`config.mk`:
```
export PLATFORM = sky130hd
export DESIGN_NAME = tufn_cross_lane
export DESIGN_NICKNAME = d
export VERILOG_FILES = /design/src/hw/rtl/tufn_pkg.sv /design/src/hw/rtl/tufn_cross_lane.sv
export SDC_FILE = /design/constraint.sdc
export NUM_CORES = 2
export LEC_CHECK = 0
export ABC_CLOCK_PERIOD_IN_PS = 8100
export BUFFER_PORTS_ARGS = -buffer_cell sky130_fd_sc_hd__buf_2
export CAP_MARGIN = 10
export CORE_ASPECT_RATIO = 0.7
export CORE_MARGIN = 2
export CORE_UTILIZATION = 50
export DETAILED_ROUTE_END_ITERATION = 8
export HOLD_SLACK_MARGIN = 0.02
export PLACE_DENSITY = 0.75
export SKIP_LAST_GASP = 1
export SLEW_MARGIN = 15
export SYNTH_ARGS = -nofsm -noshare
export SYNTH_HDL_FRONTEND = slang
export SYNTH_SLANG_ARGS = --single-unit
```
`constraint.sdc`:
```
create_clock -name clk -period 8.1 [get_ports clk]
set_clock_uncertainty 0.1 [all_clocks]
set_input_delay 1.215 -clock clk [delete_from_list [all_inputs] [get_ports clk]]
set_output_delay 1.215 -clock clk [all_outputs]
set_load 0.02 [all_outputs]
```
`src/hw/rtl/tufn_pkg.sv`:
```
`default_nettype none
package tufn_pkg;

  localparam int CW      = 16;
  localparam int EW      = CW + 1;
  localparam int MW      = 2 * CW + 2;
  localparam int HW      = $clog2(MW + 1);
  localparam int NMW     = 30;
  localparam int SQW     = 2 * NMW;
  localparam int SW      = 2 * NMW + 2;
  localparam int RTW     = SW / 2;
  localparam int RMW     = RTW + 3;
  localparam int QW      = 15;
  localparam int NW      = NMW + QW + 1;
  localparam int OW      = 16;
  localparam int ONE_Q14 = 16384;
  localparam int SQ_ST   = RTW;
  localparam int DIV_ST  = QW;
  localparam int LAT     = 7 + SQ_ST + DIV_ST + 1;

  typedef struct packed {
    logic          neg;
    logic [MW-1:0] mag;
  } cross_t;

  typedef struct packed {
    logic       deg;
    logic [2:0] neg;
  } side_t;

endpackage
`default_nettype wire

```
`src/hw/rtl/tufn_cross_lane.sv`:
```
`default_nettype none
module tufn_cross_lane (
  input  wire logic                          clk,
  input  wire logic signed [tufn_pkg::EW-1:0] p,
  input  wire logic signed [tufn_pkg::EW-1:0] q,
  input  wire logic signed [tufn_pkg::EW-1:0] s,
  input  wire logic signed [tufn_pkg::EW-1:0] t,
  output tufn_pkg::cross_t                   res
);

  logic signed [2*tufn_pkg::EW-1:0] pq_r;
  logic signed [2*tufn_pkg::EW-1:0] st_r;
  logic signed [tufn_pkg::MW:0]     diff;
  tufn_pkg::cross_t                 res_r;
  tufn_pkg::cross_t                 res_nxt;

  always_ff @(posedge clk) begin
    pq_r  <= p * q;
    st_r  <= s * t;
    res_r <= res_nxt;
  end

  always_comb begin
    diff        = {pq_r[2*tufn_pkg::EW-1], pq_r} - {st_r[2*tufn_pkg::EW-1], st_r};
    res_nxt.neg = diff[tufn_pkg::MW];
    res_nxt.mag = diff[tufn_pkg::MW] ? tufn_pkg::MW'(-diff) : diff[tufn_pkg::MW-1:0];
  end

  assign res = res_r;

endmodule
`default_nettype wire

```
Word level (Yosys, flattened, before mapping) --
Index checks and enable logic that the tools add are counted. W data, S select, Z words.
Operators by class: add/subtract/negate cells 2, multiply operators 2, multiplexer cells 1
Operators with widths (count):
- $mul A17 B17 Y34 | 2
- $sub A34 B34 Y35 | 1
- $mux W34 | 1
- $neg A34 Y34 | 1
Storage, ports and cells: register bits after elaboration 103, input bits 69, output and inout bits 35

Logic depth before layout (Yosys ltp) --
word-level depth 3, depth in mapped cells 26, depth with buffers taken out 24

Worst setup path before layout --
No wires, ideal clock.
path type input to register, from input q[8] (netlist bit), to register pq_r[33] (netlist bit), library setup time 0.121 ns, arrival 7.131 ns, setup slack 0.748 ns, stages 25, buffers on the path 2, cell sequence clkbuf_1 clkbuf_1 nand2_1 fa_1 inv_1 fa_1 inv_1 fa_1 inv_1 fa_1 fa_1 inv_1 fa_1 inv_1 ha_1 a21o_1 a21o_1 a21o_1 a2111oi_0 and4b_1 o211ai_1 o211a_1 o31ai_1 a21o_1 xnor2_1
Between the ends: word-level cells in the longest chain between the ends 1
RTL lines:
- from (decl) | line tufn_cross_lane.sv:5 | input wire logic signed [tufn_pkg::EW-1:0] q,
- $mul A17 B17 Y34 | line tufn_cross_lane.sv:18 | pq_r <= p * q;
- to (signal assigned) | line tufn_cross_lane.sv:18
- to (decl) | line tufn_cross_lane.sv:11 | logic signed [2*tufn_pkg::EW-1:0] pq_r;
Every way passes these cells.

Worst setup path in the final report --
from input p[7] (netlist bit), to register pq_r[33] (netlist bit)
Between the ends: word-level cells in the longest chain between the ends 1
RTL lines:
- from (decl) | line tufn_cross_lane.sv:4 | input wire logic signed [tufn_pkg::EW-1:0] p,
- $mul A17 B17 Y34 | line tufn_cross_lane.sv:18
Every way passes these cells.

==> reports/metrics.cfg <==
[die]
core_area_sq_um = 52400
io_pins = 104
start_util = 0.508
chipWidth_um = 280
fp.dieArea_sq_um = 55100
die_height_um = 197
rows = 70

[layout]
seqCellArea_sq_um = 2060
syn_to_final_growth_pct = 5.39
final_nets = 3804
stdcell_count = 3626
num_antenna_cells = 0
nFillCells = 4731
drive_gt1_frac = 0.0506
multi_input_area_sq_um = 21600

[drt]
wl_per_cell_um = 15.6
drtAntennaViolNets = 0
via_per_inst = 5.21
drt-initial-drc-count = 1191
drcViolationCount = 0
drt-pass1-iter-count = 7
via_count = 18875
drt-total-wl_um = 56400

[sta]
hold_viol = 0
min_period_ps = 7420
rsz0062_at_grt = false
post-route-period-util = 0.916
max_freq_mhz = 135
setup_tns_ps = 0
setup_viol = 0
slew_violations = 0
max-slew-margin-rel = 0.408
worst_pin_slew_ps = 882

[worst_setup_path]
crit_type = in2reg
cpPeakStageDelay_ps = 550
arrival_ps = 7560
startpoint_type = input port
crit_path_top_delay_cell = fa_1
crit_top_cell = fa_1
worstPathCellList = buf_2 > nand2_1 > fa_1 > inv_1 > fa_1 > inv_1 > fa_1 > inv_1 > fa_1 > fa_1 > inv_1 > fa_1 > inv_1 > ha_1 > a21o_1 > a21o_1 > a21o_1 > a2111oi_0 > and4b_1 > o211ai_1 > o211a_1 > o31ai_1 > a21o_1 > xnor2_1
critPathRequiredTime_ps = 8240
crit_buf_inv = 6
worstSetupEndpointType = register
path_delay_family = adder cells
critPathMaxFanout = 17

[global_route]
grt_pass1_vias = 19911
antenna_found_initial = 1
grt_remaining_overflow = 0
grt_use_total = 0.220
grt_first_pass_wirelength_um = 98100
grt_max_degree = 31

[cts]
cts_tree = built
cts_resized = 0
numCtsBuffers = 9
holdBufCountCts = 0
cts_root_buf = clkbuf_16
htreeDepth = 3
clock-sinks = 103
postCtsSetupBuffers = 0
clock_latency_ps = 370
clock_path_buffers = 2
clk_pin_slew_ps = 80

[synth]
yosysUniqueCellTypes = 72
synthTopCellsByArea = fa_1 45%, inv_1 9.7%, ha_1 9.6%
yosysWarnings = 0
synth-edff-count = 0
async_reset_ff_frac = 0
ys_ff_latch = 103
syn_nets = 3769
syn_area_sq_um = 26600
netlist.area_leader.share = 0.446
synth_top_area_cell = fa_1
synth_most_common_cell = inv_1
syn_avg_cell_area_sq_um = 9.17
ys.flop_type = dfxtp_1
synth_cells = 2902
synth_top_cells_by_count = 689 x inv_1, 593 x fa_1, 315 x nand2_1, 297 x and2_1, 205 x ha_1
yosysSeqAreaShare = 0.0775

[min_path]
holdCritPathClass = reg2reg

[placed_design]
io_buffer_count = 103
gp_congestion = 0.912
dp_hpwl_um = 49100
place_inst = 3610

[flow_run]
drv_cap = 0

[status]
outcome = complete, no violations

metrics by stage:
| step | utilization | hold WS (ps) | setup WS, ps | cell area [sq um] |
|---|---|---|---|---|
| CTS | 0.536 | 504 | 710 | 28000 |
| global route | 0.536 | 532 | 341 | 28000 |
| finish | 0.536 | 510 | 680 | 28000 |
| global placement | 0.529 | 486 | 522 | 27700 |
| detailed placement | 0.529 | 493 | 368 | 27700 |
| floorplan | - | 412 | 748 | 26600 |
worst register-to-register path, cell delays in order, from the launching register on:
cell,delay (ps)
dfxtp_1,300
inv_1,70
ha_1,170
inv_1,60
fa_1,430
a211oi_1,300
o21ai_0,270
a21oi_1,310
o21ai_0,280
a21oi_1,470
o31ai_1,160
and2_1,180
o31a_1,270
buf_4,230
inv_1,270
o31ai_1,130
xor2_1,400
registers in the layout, summed over array words and instances (netlist names):
register  count
st_r         34
res          35
pq_r         34
per-layer routing:
| layer | GRT usage | share of wire |
|---|---|---|
| met4 | 0.0329 | 0.012 |
| met1 | 0.330 | 0.47 |
| met5 | 0 | 0 |
| met2 | 0.346 | 0.45 |
| met3 | 0.0326 | 0.063 |
final timing paths:
path / start / slack, ps / depth (start not counted) / endpoint
setup reg to reg: pq_r[0] / 3560 / 16 / res[17]
hold / removal: st_r[0] / 510 / 2 / res[0]
setup / recovery: p[7] / 680 / 24 / pq_r[33]
hold reg to reg: st_r[0] / 510 / 2 / res[0]
cell usage in the layout (no fill, tap or decap), drive strengths merged, types with 39 or more instances in the layout:
cell,n
xnor2,86
ha,205
dfxtp,103
nor2,66
fa,593
a21oi,80
and2,298
o21ai,56
buf,114
inv,692
nand2,315
xor2,39
a21o,45
cell families after synthesis:
family	share of synthesized area
DFF	0.0775
AOI/OAI and AO/OA	0.0737
buffers and inverters	0.110
xor gates and xnor gates	0.0420
muxes	0.000752
and+or+nand+nor	0.154
adders and majority gates	0.542
layout make-up:
class,instances,share of cell area
multi-input cells,2020,0.771
inverters,689,0.0922
flip-flops and latches,103,0.0735
well taps,684,0.0305
repair buffers,114,0.0213
clock buffers,9,0.00803
clock inverters,7,0.00339
Power is left out: the tool's default activity adds up to more than one toggle a clock period on the data nets, which glitch-free logic cannot reach.
