**src/hw/rtl/tufn_pkg.sv**
```systemverilog
`default_nettype none
package tufn_pkg;

  localparam int CW      = 16;
  localparam int EW      = CW + 1;
  localparam int MW      = 2 * CW + 2;
  localparam int HW      = $clog2(MW + 1);
  localparam int NMW     = 30;
  localparam int SQW     = 2 * NMW;
  localparam int SW      = 2 * NMW + 2;
  localparam int RTW     = SW / 2;
  localparam int RMW     = RTW + 3;
  localparam int QW      = 15;
  localparam int NW      = NMW + QW + 1;
  localparam int OW      = 16;
  localparam int ONE_Q14 = 16384;
  localparam int SQ_ST   = RTW;
  localparam int DIV_ST  = QW;
  localparam int LAT     = 7 + SQ_ST + DIV_ST + 1;

  typedef struct packed {
    logic          neg;
    logic [MW-1:0] mag;
  } cross_t;

  typedef struct packed {
    logic       deg;
    logic [2:0] neg;
  } side_t;

endpackage
`default_nettype wire

```
**src/hw/rtl/tufn_isqrt.sv**
```systemverilog
`default_nettype none
module tufn_isqrt (
  input  wire logic                    clk,
  input  wire logic [tufn_pkg::SW-1:0] s,
  output logic      [tufn_pkg::RTW-1:0] root
);

  logic [tufn_pkg::SW-1:0]  s_r    [tufn_pkg::SQ_ST-1];
  logic [tufn_pkg::RMW-1:0] rem_r  [tufn_pkg::SQ_ST-1];
  logic [tufn_pkg::RTW-1:0] root_r [tufn_pkg::SQ_ST];

  for (genvar k = 0; k < tufn_pkg::SQ_ST; k++) begin : g_stage
    logic [tufn_pkg::SW-1:0]  si;
    logic [tufn_pkg::RMW-1:0] remi;
    logic [tufn_pkg::RTW-1:0] rooti;
    logic [tufn_pkg::RMW-1:0] rem_t;
    logic [tufn_pkg::RMW-1:0] trial;
    logic                     ge;

    if (k == 0) begin : g_first
      assign si    = s;
      assign remi  = '0;
      assign rooti = '0;
    end else begin : g_next
      assign si    = s_r[k-1];
      assign remi  = rem_r[k-1];
      assign rooti = root_r[k-1];
    end

    always_comb begin
      rem_t = {remi[tufn_pkg::RMW-3:0], si[tufn_pkg::SW-1:tufn_pkg::SW-2]};
      trial = {{(tufn_pkg::RMW-tufn_pkg::RTW-2){1'b0}}, rooti, 2'b01};
      ge    = rem_t >= trial;
    end

    always_ff @(posedge clk) begin
      root_r[k] <= {rooti[tufn_pkg::RTW-2:0], ge};
    end

    if (k < tufn_pkg::SQ_ST - 1) begin : g_carry
      always_ff @(posedge clk) begin
        s_r[k]   <= {si[tufn_pkg::SW-3:0], 2'b00};
        rem_r[k] <= ge ? rem_t - trial : rem_t;
      end
    end
  end

  assign root = root_r[tufn_pkg::SQ_ST-1];

endmodule
`default_nettype wire

```
**config.mk**
```make
export PLATFORM = sky130hd
export DESIGN_NAME = tufn_isqrt
export DESIGN_NICKNAME = d
export VERILOG_FILES = /design/src/hw/rtl/tufn_pkg.sv /design/src/hw/rtl/tufn_isqrt.sv
export SDC_FILE = /design/constraint.sdc
export NUM_CORES = 2
export LEC_CHECK = 0
export BUFFER_PORTS_ARGS = -buffer_cell sky130_fd_sc_hd__buf_2
export CAP_MARGIN = 20
export CORE_UTILIZATION = 30
export CTS_BUF_LIST = sky130_fd_sc_hd__clkbuf_4 sky130_fd_sc_hd__clkbuf_8 sky130_fd_sc_hd__clkbuf_16
export CTS_CLUSTER_DIAMETER = 120
export DETAILED_ROUTE_END_ITERATION = 12
export PLACE_DENSITY = 0.43
export RECOVER_POWER = 100
export SYNTH_ARGS = -nofsm -noshare
export SYNTH_HDL_FRONTEND = slang
export SYNTH_SLANG_ARGS = --single-unit
```
**constraint.sdc**
```tcl
create_clock -name clk -period 3.75 [get_ports clk]
set_clock_uncertainty 0.15 [all_clocks]
set_input_delay 0.1875 -clock clk [delete_from_list [all_inputs] [get_ports clk]]
set_output_delay 0.1875 -clock clk [all_outputs]
set_load 0.01 [all_outputs]
```
## Yosys cells after proc, flatten, opt, wreduce, memory -nomap -nowiden

Memory sizes are Yosys's and may differ from the RTL's.
Cells that the tools add are included.

| storage, ports and cells | value |
|---|---|
| output and inout port bits | 31 |
| register bits after elaboration | 0 |
| memories | 3 |
| bits in writable memories | 3781 |
| bits of input ports | 63 |
| word-level logic and storage cells | 94 |

Memories:

| name | depth | width | rd ports | clocked after Yosys merged registers in | write ports | line | text |
|---|---|---|---|---|---|---|---|
| s_r | 30 | 60 | 30 | 0 | 30 | tufn_isqrt.sv:8 | `logic [tufn_pkg::SW-1:0] s_r [tufn_pkg::SQ_ST-1];` |
| rem_r | 30 | 34 | 30 | 0 | 30 | tufn_isqrt.sv:9 | `logic [tufn_pkg::RMW-1:0] rem_r [tufn_pkg::SQ_ST-1];` |
| root_r | 31 | 31 | 31 | 0 | 31 | tufn_isqrt.sv:10 | `logic [tufn_pkg::RTW-1:0] root_r [tufn_pkg::SQ_ST];` |

| cells by class | value |
|---|---|
| muxes and demuxes | 30 |
| magnitude comparators | 31 |
| add/subtract/negate cells | 30 |

Operators by type and width:

| kind | count |
|---|---|
| $ge 34x33->1 | 30 |
| $mux 34 | 30 |
| $sub 34x33->34 | 29 |
| $sub 2x1->3 const B | 1 |
| $ge 2x1->1 const B | 1 |

## Logic depth before layout (Yosys ltp)

An unclocked memory read counts as a cell.

| depth | value |
|---|---|
| depth after elaboration | 3 |
| depth in mapped cells | 14 |
| mapped depth without buffers | 12 |

## Worst setup path after synthesis

No wires, ideal clock.

| path | value |
|---|---|
| kind | flip-flop to flip-flop |
| from | mem root_r[0][416] in the netlist's numbering |
| to | mem rem_r[14][27] in the netlist's numbering |
| period minus slack after synthesis | 3.355 ns |
| arrival time | 3.132 ns |
| slack | 0.395 ns |
| required time | 3.528 ns |
| buffers on the path | 1 |
| library setup time | 0.072 ns |
| stages on the path, launching flop included | 13 |
| cell sequence | dfxtp_1 inv_1 ha_1 a2111oi_4 nand3b_1 nor4_1 nor4b_1 nand2b_1 or4_1 buf_2 a21boi_1 nand3b_1 xnor2_1 |

RTL lines:

| item | line |
|---|---|
| start: declaration | tufn_isqrt.sv:10 |
| end: declaration | tufn_isqrt.sv:9 |

==> reports/summary.txt <==
CP max stage cell -> or4_1
# IOs -> 94
Die Footprint -> 286000 µm²
VDD IR max -> 371 µV
core area -> 282000 µm²
num rows -> 195
setup violators final -> 0
commonest non-fill, non-tap cell in the layout -> dfxtp_1
Synth warnings -> 0
# nets final -> 9438
CP cell instances -> or4_1, or2_2, or3_1, nor3_1, o311ai_0, nand3b_1, clkbuf_2, nand3_1, nor4b_1, xor2_1
CP bufs+invs -> 1
Max H-tree Level -> 5
largest net degree at the start of global routing -> 53
fillers -> 28200
Reg area -> 46800 µm²
postcts setup bufs -> 0
Critical Path Max Stage Delay -> 520 ps
TritonCTS buffer count -> 271
Async S/R FF share, synth -> 0%
R2R cell count -> 10
PortBufs -> 93
max_slew headroom -> 41.1%
WS Path Type -> reg2reg
wire length per cell -> 15.5 µm
Critical Path AT -> 4170 ps
critical path depth -> 10
Worst Path Required -> 4310 ps
Hold Crit Class -> reg2reg
Sink Count -> 2339
Post-synth EDFFs -> 0
P_leak -> 46.9 nW
total global routing overflow -> 0
starting density of the core -> 30.2%
Non-Filler Instances -> 12800
type of destination of the critical path -> flop
post-route ant nets -> 0
Least-Margin Pin Slew -> 883 ps
Clk pin slew, worst setup/hold paths -> 60 ps
buffer depth of the longest clock path -> 4
Core Util, Final -> 35.9%
hold_ws -> 151 ps
cell area after layout -> 101000 µm²
post-synthesis net count -> 8961
DRT iter0 DRCs -> 2946
DP Area -> 90900 µm²
fin. max-slew vios -> 0
reg2reg setup slack -> 140 ps
Total Routing Usage GR -> 13.6%
RR Endpoint -> rem_r[8][25]
syn_area_per_cell -> 10.2 µm²
GPL Wtd Cong -> 0.853
area of the multi-input gates -> 35400 µm²
max cap viols -> 0
reg2reg start -> rem_r[7][22]
share of cells above drive strength 1 -> 8.24%
DRT Wirelength -> 198 mm
setup TNS -> 0 ps
DR pass1 iterations -> 8
post-route clock period utilization -> 96.3%
delay-heaviest family, CP -> simple AND/OR/NAND/NOR gates
initial antenna violation count -> 7
Worst setup endpoint -> rem_r[8][25]
Die H -> 535 µm
DRC Markers -> 0
Area Growth Syn to Fin -> 19.0%
Critical path origin -> rem_r[7][22]
first-pass GRT wire length -> 315 mm
Mapped Cells -> 8370
most frequent cells in the layout -> dfxtp_1, inv_1, nand2_1
placed cell count -> 12200
vias in the first global route -> 58500
CTS tree -> done
DP HPWL -> 150 mm
Final Hold Viols -> 0
crit-path max FO -> 22
Seq cells post-synth -> 2339
Startpoint Class -> flop
Clock Tree Root -> clkbuf_16
Via density -> 4.54
outcome -> finished, final reports clean
pwr/cell area -> 694 nW/µm²
top_reg_cell synth -> dfxtp_1
via count -> 58100
clk_lat worst skew -> 850 ps
post-route minimum period -> 3610 ps
Seq/Total Area, Yosys -> 55.0%
post-synth cell types -> 90
Die X -> 535 µm
Max Clock Freq -> 277 MHz
synthesized area -> 85100 µm²
-- worst min path at each step --
| stage | start | endpoint | slack (ps) | cells after the start |
|---|---|---|---|---|
| 2_1_floorplan | s[0] | s_r[0][0] | 70 | 0 |
| 3_3_place_gp | s[1] | s_r[0][1] | 140 | 1 |
| 3_5_place_dp | s[42] | s_r[0][42] | 140 | 1 |
| 4_1_cts | s_r[11][38] | s_r[12][40] | 150 | 0 |
| 5_1_grt | s_r[11][38] | s_r[12][40] | 160 | 0 |
| 6_report | s_r[11][38] | s_r[12][40] | 150 | 0 |
-- cells by family after synthesis --
| kind of cell | count (synthesis) | share of synthesized area [%] |
|---|---|---|
| fa+ha+maj | 528 | 7.76 |
| mux | 65 | 0.849 |
| other cells | 1 | 0.00440 |
| compound gates | 1747 | 12.7 |
| buf+inv | 810 | 3.58 |
| simple gates | 2120 | 12.3 |
| xor+xnor | 760 | 7.82 |
| flops | 2339 | 55.0 |
-- per-layer routing --
| metal | vias to the layer above | track usage (%) | routed length (µm) |
|---|---|---|---|
| li1 | 29700 | - | - |
| met1 | 27100 | 16.8 | 88600 |
| met2 | 979 | 24.0 | 95900 |
| met3 | 384 | 1.93 | 7100 |
| met4 | 0 | 4.98 | 6530 |
| met5 | - | 0 | 0 |
-- through the flow --
step | total power [W] | setup WS (ps)
2_1_floorplan | 0.0398 | 395
3_3_place_gp | 0.0438 | -114
3_5_place_dp | 0.0438 | -132
4_1_cts | 0.0717 | 91.5
5_1_grt | 0.0743 | -15.0
6_report | 0.0703 | 137
-- state kept, by name, indices dropped and copies added, names as in the netlist --
register	flops
rem_r	913
root_r	496
s_r	930
-- Yosys cell counts (all sizes together), types with 39 or more instances --
cell type  number  share of area, %
a211oi         45              0.40
a21o          201               1.8
a21oi         529               3.1
a31oi          49              0.36
and3           51              0.37
clkbuf        128              0.56
dfxtp        2339                55
ha            528               7.8
inv           665               2.9
mux2           58              0.77
nand2         574               2.5
nand2b        111              0.82
nand3         149              0.88
nand4          76              0.56
nor2          497               2.2
nor2b          68              0.50
nor3          192               1.1
nor4           91              0.67
o21a          109              0.96
o21ai         475               2.8
o21bai         43              0.38
o31ai          46              0.41
or2            39              0.29
or3            88              0.65
or4            57              0.51
xnor2         373               3.8
xor2          387               4.0
-- report_power, final --
part           internal [W]  total (W)  switching, W
Combinational       0.00496     0.0110       0.00602
Sequential           0.0290     0.0322       0.00323
Clock                0.0167     0.0271        0.0104
Total                0.0506     0.0703        0.0197
-- area by class of cell --
| cell class | instances | area share (%) |
|---|---|---|
| Timing Repair Buffer | 347 | 2.56 |
| Sequential cell | 2339 | 46.2 |
| Clock inverter | 102 | 1.40 |
| Multi-Input combinational cell | 5221 | 34.9 |
| Clock buffer | 372 | 7.85 |
| Tap cell | 3743 | 4.62 |
| Inverter | 666 | 2.47 |
| Timing Repair inverter | 1 | 0.00741 |
| Antenna cell | 2 | 0.00494 |
-- repair_timing --
item                                    CTS  global route
hold buffers                            125             0
endpoints found under the setup margin   12            37
cloned                                    0             1
resized for setup                         1            15
endpoints found under the hold margin    63             0
Power figures use the tool's default switching activity.
